## src/rtl/mi_pkg.sv

```systemverilog
// mi_pkg: command and status types shared by the modular inverse controller and datapath
// no dependencies

package mi_pkg;

	// controller to datapath commands, at most one active per cycle
	typedef struct packed {
		logic load;       // capture a new operand pair and start coefficients
		logic div_init;   // start a long division of r by nr
		logic div_step;   // one restoring division step, one quotient bit
		logic commit;     // apply the finished quotient step to the pair
		logic emit;       // write the result into the output register
	} mi_cmd_t;

	// datapath to controller status
	typedef struct packed {
		logic nr_zero;    // remainder reached zero, the gcd is in r
		logic out_free;   // output register can take a result this cycle
	} mi_sts_t;

endpackage

```

## src/rtl/mi_in_if.sv

```systemverilog
// mi_in_if: valid/ready channel carrying an operand pair
// no dependencies

interface mi_in_if #(
	parameter int OPBITS = 31
);
	logic              valid;
	logic              ready;
	logic [OPBITS-1:0] value;
	logic [OPBITS-1:0] modulus;

	modport source (output valid, output value, output modulus, input ready);
	modport sink   (input valid, input value, input modulus, output ready);
endinterface

```

## src/rtl/mi_out_if.sv

```systemverilog
// mi_out_if: valid/ready channel carrying an inverse and its status
// no dependencies

interface mi_out_if #(
	parameter int OPBITS = 31
);
	logic              valid;
	logic              ready;
	logic [OPBITS-1:0] inverse;
	logic              status;

	modport source (output valid, output inverse, output status, input ready);
	modport sink   (input valid, input inverse, input status, output ready);
endinterface

```

## src/rtl/mi_datapath.sv

```systemverilog
// mi_datapath: remainder/coefficient registers, bit-serial divider and output register
// depends on mi_pkg

module mi_datapath #(
	parameter int OPBITS = 31
) (
	input  logic                clk,
	input  logic                arst_n,
	input  mi_pkg::mi_cmd_t     cmd,
	output mi_pkg::mi_sts_t     sts,
	input  logic [OPBITS-1:0]   value,
	input  logic [OPBITS-1:0]   modulus,
	output logic                rsp_valid,
	input  logic                rsp_ready,
	output logic [OPBITS-1:0]   inverse,
	output logic                status
);
	logic [OPBITS-1:0] r_q, nr_q, t_q, nt_q, n_q;
	logic              t_neg_q, nt_neg_q;
	logic [OPBITS-1:0] dvd_q, rem_q, prod_q;
	logic              rsp_valid_q, status_q;
	logic [OPBITS-1:0] inverse_q;

	logic [OPBITS:0]   shifted;
	logic [OPBITS+1:0] diff;
	logic              qbit;
	logic [OPBITS-1:0] prod_nxt, mag, inv_nxt;
	logic              st_nxt;

	// restoring division step
	assign shifted  = {rem_q, dvd_q[OPBITS-1]};
	assign diff     = {1'b0, shifted} - {2'b00, nr_q};
	assign qbit     = ~diff[OPBITS+1];
	assign prod_nxt = {prod_q[OPBITS-2:0], 1'b0} + (qbit ? nt_q : '0);
	// coefficients alternate in sign, so the new magnitude is a sum
	assign mag      = t_q + prod_q;

	always_comb begin
		st_nxt  = (r_q != OPBITS'(1));
		inv_nxt = '0;
		if (!st_nxt) begin
			if (t_neg_q && t_q != '0) begin
				inv_nxt = n_q - t_q;
			end else begin
				inv_nxt = t_q;
			end
		end
	end

	always_ff @(posedge clk) begin
		if (cmd.load) begin
			r_q      <= modulus;
			nr_q     <= value;
			n_q      <= modulus;
			t_q      <= '0;
			nt_q     <= OPBITS'(1);
			t_neg_q  <= 1'b0;
			nt_neg_q <= 1'b0;
		end else if (cmd.commit) begin
			t_q      <= nt_q;
			t_neg_q  <= nt_neg_q;
			nt_q     <= mag;
			nt_neg_q <= ~nt_neg_q;
			r_q      <= nr_q;
			nr_q     <= rem_q;
		end
		if (cmd.div_init) begin
			dvd_q  <= r_q;
			rem_q  <= '0;
			prod_q <= '0;
		end else if (cmd.div_step) begin
			dvd_q  <= {dvd_q[OPBITS-2:0], qbit};
			rem_q  <= qbit ? diff[OPBITS-1:0] : shifted[OPBITS-1:0];
			prod_q <= prod_nxt;
		end
		if (cmd.emit) begin
			inverse_q <= inv_nxt;
			status_q  <= st_nxt;
		end
	end

	always_ff @(posedge clk or negedge arst_n) begin
		if (!arst_n) begin
			rsp_valid_q <= 1'b0;
		end else if (cmd.emit) begin
			rsp_valid_q <= 1'b1;
		end else if (rsp_ready) begin
			rsp_valid_q <= 1'b0;
		end
	end

	assign sts.nr_zero  = (nr_q == '0);
	assign sts.out_free = ~rsp_valid_q | rsp_ready;
	assign rsp_valid    = rsp_valid_q;
	assign inverse      = inverse_q;
	assign status       = status_q;

`ifndef SYNTH
	a_emit_free: assert property (@(posedge clk) disable iff (!arst_n)
		cmd.emit |-> (!rsp_valid_q || rsp_ready))
		else $error("result written over an untaken transfer");
	a_commit_nz: assert property (@(posedge clk) disable iff (!arst_n)
		cmd.commit |-> nr_q != '0)
		else $error("quotient step committed with zero divisor");
	a_emit_valid: assert property (@(posedge clk) disable iff (!arst_n)
		cmd.emit |=> rsp_valid_q)
		else $error("emitted result not presented");
`endif
endmodule

```

## src/rtl/mi_ctrl.sv

```systemverilog
// mi_ctrl: sequencer for quotient steps and bit-serial division
// depends on mi_pkg

module mi_ctrl #(
	parameter int OPBITS = 31
) (
	input  logic            clk,
	input  logic            arst_n,
	input  logic            req_valid,
	output logic            req_ready,
	output mi_pkg::mi_cmd_t cmd,
	input  mi_pkg::mi_sts_t sts
);
	localparam int CW = $clog2(OPBITS);

	typedef enum logic [2:0] {
		ST_IDLE,
		ST_CHECK,
		ST_DIV,
		ST_COMMIT,
		ST_EMIT
	} state_t;

	state_t        state_q;
	logic [CW-1:0] cnt_q;

	always_ff @(posedge clk or negedge arst_n) begin
		if (!arst_n) begin
			state_q <= ST_IDLE;
			cnt_q   <= '0;
		end else begin
			case (state_q)
				ST_IDLE: begin
					if (req_valid) begin
						state_q <= ST_CHECK;
					end
				end
				ST_CHECK: begin
					if (sts.nr_zero) begin
						state_q <= ST_EMIT;
					end else begin
						state_q <= ST_DIV;
						cnt_q   <= CW'(OPBITS - 1);
					end
				end
				ST_DIV: begin
					if (cnt_q == '0) begin
						state_q <= ST_COMMIT;
					end else begin
						cnt_q <= cnt_q - CW'(1);
					end
				end
				ST_COMMIT: begin
					state_q <= ST_CHECK;
				end
				ST_EMIT: begin
					if (sts.out_free) begin
						state_q <= ST_IDLE;
					end
				end
				default: begin
					state_q <= ST_IDLE;
				end
			endcase
		end
	end

	always_comb begin
		cmd          = '0;
		cmd.load     = (state_q == ST_IDLE) && req_valid;
		cmd.div_init = (state_q == ST_CHECK) && !sts.nr_zero;
		cmd.div_step = (state_q == ST_DIV);
		cmd.commit   = (state_q == ST_COMMIT);
		cmd.emit     = (state_q == ST_EMIT) && sts.out_free;
	end

	assign req_ready = (state_q == ST_IDLE);

`ifndef SYNTH
	a_commit_after_div: assert property (@(posedge clk) disable iff (!arst_n)
		state_q == ST_COMMIT |-> $past(state_q) == ST_DIV)
		else $error("commit without a finished division");
	a_div_from_check: assert property (@(posedge clk) disable iff (!arst_n)
		cmd.div_init |=> state_q == ST_DIV && cnt_q == CW'(OPBITS - 1))
		else $error("division did not start with a full bit count");
	a_load_to_check: assert property (@(posedge clk) disable iff (!arst_n)
		cmd.load |=> state_q == ST_CHECK)
		else $error("accepted pair not processed");
`endif
endmodule

```

## src/rtl/modular_inverse_core.sv

```systemverilog
// modular_inverse_core: top level of the extended Euclidean modular inverse block
// depends on mi_pkg, mi_in_if, mi_out_if, mi_ctrl, mi_datapath
//
// usage:
//  - req channel (valid/ready) carries value and modulus, WIDTH-1 bits each, unsigned
//  - rsp channel (valid/ready) carries inverse (WIDTH-1 bits) and status
//    (0 inverse found, 1 value and modulus not coprime, inverse then reads zero)
//  - one item is worked at a time; req.ready is high only while the core is idle
//  - every quotient step runs a remainder check, then restoring division
//    (one quotient bit per cycle, the quotient times coefficient product accumulated
//    alongside) and then an update of the remainder pair and coefficients
//  - latency from a req transfer to rsp.valid grows with the step count and is set
//    by the shared bit-serial divider
//  - the next req transfer is taken only after the previous result has been
//    written to the output register
//  - the result sits in an output register, so the next req transfer can be taken
//    while rsp stalls; a second result waits in the core until that register frees
//  - arst_n clears the controller and the output valid; no result is pending after reset

module modular_inverse_core #(
	parameter int WIDTH = 32
) (
	input  logic     clk,
	input  logic     arst_n,
	mi_in_if.sink    req,
	mi_out_if.source rsp
);
	localparam int OPBITS = WIDTH - 1;

	mi_pkg::mi_cmd_t cmd;
	mi_pkg::mi_sts_t sts;

	// sequencer: steps, division bit count, result hand-off
	mi_ctrl #(
		.OPBITS (OPBITS)
	) u_ctrl (
		.clk       (clk),
		.arst_n    (arst_n),
		.req_valid (req.valid),
		.req_ready (req.ready),
		.cmd       (cmd),
		.sts       (sts)
	);

	// remainder pair, signed coefficients, divider and output register
	mi_datapath #(
		.OPBITS (OPBITS)
	) u_dp (
		.clk       (clk),
		.arst_n    (arst_n),
		.cmd       (cmd),
		.sts       (sts),
		.value     (req.value),
		.modulus   (req.modulus),
		.rsp_valid (rsp.valid),
		.rsp_ready (rsp.ready),
		.inverse   (rsp.inverse),
		.status    (rsp.status)
	);
endmodule
```

## src/flat_wrapper.sv

```systemverilog
// flat-port wrapper written by rule: the top's interface ports become plain ports
module modular_inverse_core_flat 
#(
	parameter int WIDTH = 32
)
  (clk, arst_n, req_valid, req_value, req_modulus, req_ready, rsp_valid, rsp_inverse, rsp_status, rsp_ready);
  mi_in_if req_i ();
  mi_out_if rsp_i ();
  input  logic clk;
  input  logic arst_n;
  input wire logic [$bits(req_i.valid)-1:0] req_valid;
  input wire logic [$bits(req_i.value)-1:0] req_value;
  input wire logic [$bits(req_i.modulus)-1:0] req_modulus;
  output wire logic [$bits(req_i.ready)-1:0] req_ready;
  output wire logic [$bits(rsp_i.valid)-1:0] rsp_valid;
  output wire logic [$bits(rsp_i.inverse)-1:0] rsp_inverse;
  output wire logic [$bits(rsp_i.status)-1:0] rsp_status;
  input wire logic [$bits(rsp_i.ready)-1:0] rsp_ready;
  assign req_i.valid = req_valid;
  assign req_i.value = req_value;
  assign req_i.modulus = req_modulus;
  assign req_ready = req_i.ready;
  assign rsp_valid = rsp_i.valid;
  assign rsp_inverse = rsp_i.inverse;
  assign rsp_status = rsp_i.status;
  assign rsp_i.ready = rsp_ready;
  modular_inverse_core #(.WIDTH(WIDTH)) u_core (.clk(clk), .arst_n(arst_n), .req(req_i), .rsp(rsp_i));
endmodule
```

## config.mk

```make
export PLATFORM = sky130hd
export DESIGN_NAME = modular_inverse_core_flat
export DESIGN_NICKNAME = d
export VERILOG_FILES = /design/src/rtl/mi_pkg.sv /design/src/rtl/mi_in_if.sv /design/src/rtl/mi_out_if.sv /design/src/rtl/mi_datapath.sv /design/src/rtl/mi_ctrl.sv /design/src/rtl/modular_inverse_core.sv /design/src/flat_wrapper.sv
export SDC_FILE = /design/constraint.sdc
export NUM_CORES = 1
export LEC_CHECK = 0
export BUFFER_PORTS_ARGS = -buffer_cell sky130_fd_sc_hd__buf_2
export CELL_PAD_IN_SITES_DETAIL_PLACEMENT = 0
export CELL_PAD_IN_SITES_GLOBAL_PLACEMENT = 1
export CORE_MARGIN = 2
export CORE_UTILIZATION = 48
export DETAILED_ROUTE_END_ITERATION = 8
export HOLD_SLACK_MARGIN = 0.03
export PLACE_DENSITY = 0.9
export RECOVER_POWER = 100
export SYNTH_ARGS = -nofsm -noshare
export SYNTH_HDL_FRONTEND = slang
export SYNTH_SLANG_ARGS = --single-unit
export TNS_END_PERCENT = 20
```

## constraint.sdc

```tcl
create_clock -name clk -period 7.85 [get_ports clk]
set_clock_uncertainty 0.1 [all_clocks]
set_input_delay 0.3925 -clock clk [delete_from_list [all_inputs] [get_ports clk]]
set_output_delay 0.3925 -clock clk [all_outputs]
set_load 0.05 [all_outputs]
```

### Yosys cells after proc, flatten, opt, wreduce, memory -nomap -nowiden

Cells that the tools add are included.
Widths: inputs -> output; s select.

| word-level totals | value |
|---|---|
| flip-flop bits (word level) | 291 |
| output and inout bits | 34 |
| word-level logic and storage cells | 68 |

| operators by class | value |
|---|---|
| $add $sub $neg | 5 |
| equality and inequality tests | 10 |
| muxes and demuxes | 19 |
| bitwise gates (word level) | 4 |
| reduce and logical (&&, ||, !) cells | 15 |

Operators by type and width:

| cell | count |
|---|---|
| $mux 31 | 9 |
| $add 31x31->31 | 2 |
| $sub 32x31->33 | 1 |
| $logic_not 31->1 | 1 |
| $ne 31x1->1 const B | 1 |
| $reduce_bool 31->1 | 1 |
| $sub 31x31->31 | 1 |
| $pmux 3 s5 | 1 |
| $mux 3 | 4 |
| $mux 5 | 2 |
| $ne 2x2->1 const B | 5 |
| $pmux 5 s2 | 1 |
| $reduce_bool 2->1 | 4 |
| $eq 3x2->1 const B | 2 |
| $reduce_and 3->1 | 2 |
| $logic_not 5->1 | 1 |
| $sub 5x1->5 const B | 1 |
| $logic_and 1x1->1 | 4 |
| $eq 3x1->1 const B | 1 |
| $eq 3x3->1 const B | 1 |
| $logic_not 3->1 | 1 |
| $not 1->1 | 3 |
| $mux 1 | 2 |
| $logic_not 1->1 | 1 |
| $or 1x1->1 | 1 |

### Longest topological paths before layout

| logic depth | value |
|---|---|
| word-level depth | 4 |
| depth in mapped cells | 27 |
| gate-level depth less buffers | 25 |

### Hierarchy

A second synthesis with hierarchy kept.

| unflattened totals | value |
|---|---|
| cells, all modules | 1824 |
| area, all modules | 17565.6 µm² |

Modules (own cells, without submodules):

| module | instances | cells each | area each (µm²) | seq. area each (µm²) |
|---|---|---|---|---|
| mi_datapath | 1 | 1784 | 17131.4 | 7231.9 |
| mi_ctrl | 1 | 40 | 434.2 | 200.2 |

### Least setup slack after synthesis

OpenSTA, ideal clock, no wires.

| timing | value |
|---|---|
| path kind | reg-to-reg |
| from | register u_core.u_dp.nr_q[0] |
| to | register u_core.u_dp.prod_q[30] |
| arrival | 5.445 ns |
| required time | 7.617 ns |
| slack | 2.172 ns |
| cell stages (with the launch flop) | 25 |
| cell sequence | edfxtp_1 ha_1 fa_1 nand2b_1 a211oi_1 o22ai_2 o21ai_2 a31oi_4 o211ai_2 a21boi_2 o21ai_1 buf_4 clkbuf_1 and2_1 ha_1 a21o_1 a221o_1 a22o_1 a311o_1 a211oi_2 o31ai_1 a221o_1 a221oi_2 xnor2_1 a21oi_1 |

| between the ends | value |
|---|---|
| longest elaborated chain between the ends | 3 |
| elaborated cells on any way between the ends | 6 |
| those cells by class | add/sub (2); mux (1); reduce/logical (3) |

Ends and longest elaborated chain:

| element | line | RTL |
|---|---|---|
| start: declaration | mi_datapath.sv:18 | `logic [OPBITS-1:0] r_q, nr_q, t_q, nt_q, n_q;` |
| start signal: assignment | mi_datapath.sv:53 | `nr_q <= value;` |
| start signal: assignment | mi_datapath.sv:65 | `nr_q <= rem_q;` |
| $sub 32x31->33 or $logic_not 31->1 (tied branches) | mi_datapath.sv:32, mi_datapath.sv:92 |  |
| $mux 31 or $logic_not 1->1 (tied branches) | mi_datapath.sv:34, mi_ctrl.sv:71 |  |
| $add 31x31->31 or $logic_and 1x1->1 (tied branches) | mi_datapath.sv:34, mi_ctrl.sv:71 |  |
| end signal: assignment | mi_datapath.sv:74 | `prod_q <= prod_nxt;` |
| end: declaration | mi_datapath.sv:20 | `logic [OPBITS-1:0] dvd_q, rem_q, prod_q;` |

Several ways; a longest one is shown, not always the timed one.
A chain may end at the register's enable or synchronous reset.

### Worst setup path after layout

Ends and elaborated chain as after synthesis.

==> summary.md <==
| Metric | Value |
|---|---|
| Run status | `finished with violations` |
| Failing checks | `max-capacitance violations, max-slew violations` |
| CP max stage delay | `0.54 ns` |
| Ports | `100` |
| Detail Route Antenna Nets | `0` |
| Die area | `37820 um^2` |
| # DRC | `0` |
| Synth area leaders | `edfxtp_1 (27%), dfxtp_1 (14%), ha_1 (8.8%)` |
| CTS root buffer | `clkbuf_16` |
| Syn nets | `2095` |
| # diodes | `0` |
| Via Count | `14500` |
| Highest metal used | `met5` |
| # clock sinks | `291` |
| Avg Inst Size Synth | `9.151 um^2` |
| Critical Setup Path Class | `flip-flop to flip-flop` |
| Leakage | `7.917 nW` |
| Ratio of final minimum period to clock period | `86.86%` |
| Cell variety after synth | `73` |
| Clock buffer depth | `3` |
| Vias in the first global route | `13550` |
| Crit start category | `flip-flop` |
| Yosys top cell area share | `26.90%` |
| Required time of the critical path | `8.06 ns` |
| Final setup vio count | `0` |
| Worst-path cell chain | `ha_1 -> fa_1 -> nand2b_1 -> a211oi_1 -> o22ai_1 -> o21ai_2 -> a31oi_1 -> o211ai_1 -> a21boi_0 -> o21ai_4 -> and2_1 -> ha_1 -> and2_0 -> a221o_1 -> a22o_1 -> a311o_1 -> a211oi_2 -> o31ai_1 -> a221o_1 -> a221oi_2 -> xnor2_1 -> a21oi_1` |
| Met3 WL | `3160 um` |
| Router iterations before antenna repair | `5` |
| Yosys reg bits | `291` |
| Max-cap violations | `8` |
| CTS clk-pin slew, worst paths | `0.06 ns` |
| Post-route minimum period | `6.819 ns` |
| Worst path slowest cell | `o21ai_4` |
| CTS H-tree lvls | `2` |
| I/O Buffers | `99` |
| Number of enable flip-flop cells after synthesis | `156` |
| Nature of the critical path endpoint | `flip-flop` |
| First-pass GRT wire length | `74310 um` |
| Cell taking the most area after synthesis | `edfxtp_1` |
| Initial Utilization | `48.84%` |
| Seq/Total Area, Yosys | `42.68%` |
| Core Rows | `69` |
| Slew HR | `-114.6%` |
| Largest net degree at the start of global routing | `80` |
| Core ar. | `35660 um^2` |
| DRT Wirelength | `47600 um` |
| P&R area growth vs syn | `12.42%` |
| # resized after CTS | `0` |
| Max frequency | `146.7 MHz` |
| # fillers | `3245` |
| RePlAce Congestion | `0.9129` |
| Pins Over Slew Limit | `347` |
| TritonCTS clock tree | `done` |
| Buf+Inv Stages, Crit Path | `0` |
| Footprint of the multi-input gates | `9304 um^2` |
| Drt wl/cell | `19.08 um` |
| 1st-iter DRT viols | `1045` |
| Post-Syn Area | `17410 um^2` |
| Post-DR vias/cell | `5.810` |
| Leading cell type in the layout, fill and taps excluded | `nand2_1` |
| Max VDD drop | `229.8 uV` |
| Grt total ovfl | `0` |
| Worst R2R Setup Slack | `1.03 ns` |
| Top FF cell, synth | `edfxtp_1` |
| Setup Fix Bufs, Post-CTS | `0` |
| Final Hold Viols | `0` |
| Storage cell area | `7432 um^2` |
| Total GRT Usage | `24.83%` |
| Fin Setup TNS | `0 ns` |
| Fraction of registers with async set/reset | `3.093%` |
| Crit-path max FO | `26` |
| Post-synthesis cell count | `1903` |
| TritonCTS buffer count | `35` |
| Die Span Y | `194.5 um` |
| Worst Max-Slew Pin Slew | `3.218 ns` |
| WL met2 | `20350 um` |
| RSZ-0062 raised after global routing | `false` |
| Hold Buf Count CTS | `30` |
| Cell Pwr Density | `418.5 nW/um^2` |
| Most frequent cells in the layout | `nand2_1 (304), edfxtp_1 (156), a21oi_1 (145)` |
| Worst skew pair latency | `0.53 ns` |
| Ys Warns | `0` |
| Initial antenna violation count | `2` |
| Metal1 wirelength | `22470 um` |
| Hold Path Class | `input pin to flip-flop` |
| Die span in x | `194.5 um` |
| CP top delay family | `compound AO/OA/AOI/OAI gates` |
| Fin nets | `2200` |
| Dpl hpwl | `35340 um` |
| Crit path DAT | `7.02 ns` |
| Share of layout cells above drive strength 1 | `6.146%` |
| Fin util | `54.90%` |
[registers in the layout, indices dropped and copies added, names as in the netlist]
signal and count:
u_core.u_ctrl.cnt_q 5, u_core.u_ctrl.state_q 3, u_core.u_dp.dvd_q 31, u_core.u_dp.inverse 31
u_core.u_dp.n_q 31, u_core.u_dp.nr_q 31, u_core.u_dp.nt_neg_q 1, u_core.u_dp.nt_q 31
u_core.u_dp.prod_q 31, u_core.u_dp.r_q 31, u_core.u_dp.rem_q 31, u_core.u_dp.rsp_valid 1
u_core.u_dp.status 1, u_core.u_dp.t_neg_q 1, u_core.u_dp.t_q 31
[kinds of logic (layout without fill, tap and decap cells)]
group                    Yosys count  after routing  synth area share [%]
AO/OA/AOI/OAI                    538            538                 19.59
XOR/XNOR                         101            101                 5.080
adder cells (fa/ha/maj)          126            126                 9.225
buffers and inverters            175            306                 3.815
flip-flops                       291            291                 42.68
multiplexers                      63             63                 3.851
AND/OR/NAND/NOR                  609            609                 15.76
[final timing paths]
kind | startpoint | endpoint | cells past startpoint
min | req_value[23] | u_core.u_dp.nr_q[23] | 2
min in group asynchronous | arst_n | u_core.u_ctrl.state_q[0] | 2
max reg2reg | u_core.u_dp.nr_q[0] | u_core.u_dp.prod_q[30] | 22
min reg2reg | u_core.u_dp.nt_neg_q | u_core.u_dp.t_neg_q | 2
max | u_core.u_dp.nr_q[0] | u_core.u_dp.prod_q[30] | 22
max in group asynchronous | arst_n | u_core.u_ctrl.cnt_q[2] | 2
[synthesized netlist by cell type, types with 32 or more instances]
library cell and number:
o21ai_0 84, and2_1 38, a21oi_1 145, clkbuf_1 65, edfxtp_1 156, inv_1 98, xor2_1 36, dfxtp_1 126
o31ai_1 34, o21ai_1 53, mux2_2 32, nand2_1 305, xnor2_1 65, ha_1 122, nor2_1 93, a21o_1 63
nand3_1 50
[metal layers]
layer  global-route usage, %  vias to the layer above
li1                        -                     7104
met1                   36.24                     6809
met2                   37.75                      491
met3                   3.037                       91
met4                   9.145                        2
met5                       0                        -
[area by class of cell]
cell class | count | share of cell area [%]
Clock buffer | 50 | 4.915
Multi-Input combinational cell | 1437 | 47.53
Clock inverter | 13 | 0.6967
Sequential cell | 291 | 37.96
Timing Repair Buffer | 143 | 4.033
Tap cell | 461 | 2.946
Inverter | 100 | 1.917
[per-stage QoR]
step           setup slack [ns]  total power [W]  instances  hold slack [ns]  cell area, um^2
2_1_floorplan             2.172         0.005584       1903        -0.003091            17410
3_3_place_gp              1.725         0.006543       2402           0.1720            18340
3_5_place_dp              1.580         0.006618       2402           0.1774            18340
4_1_cts                   1.520         0.008216       2495          0.03638            19740
5_1_grt                  0.6016         0.008768       2495          0.06947            19580
6_report                  1.031         0.008193       2495          0.07466            19580
[report_power, final]
group          switching (W)  leakage, nW  internal, W
combinational        0.00242         4.77      0.00144
sequential          0.000447         2.61      0.00233
clock               0.000629        0.535     0.000923
total                0.00350         7.92      0.00469
(Power assumes the default switching activity.)
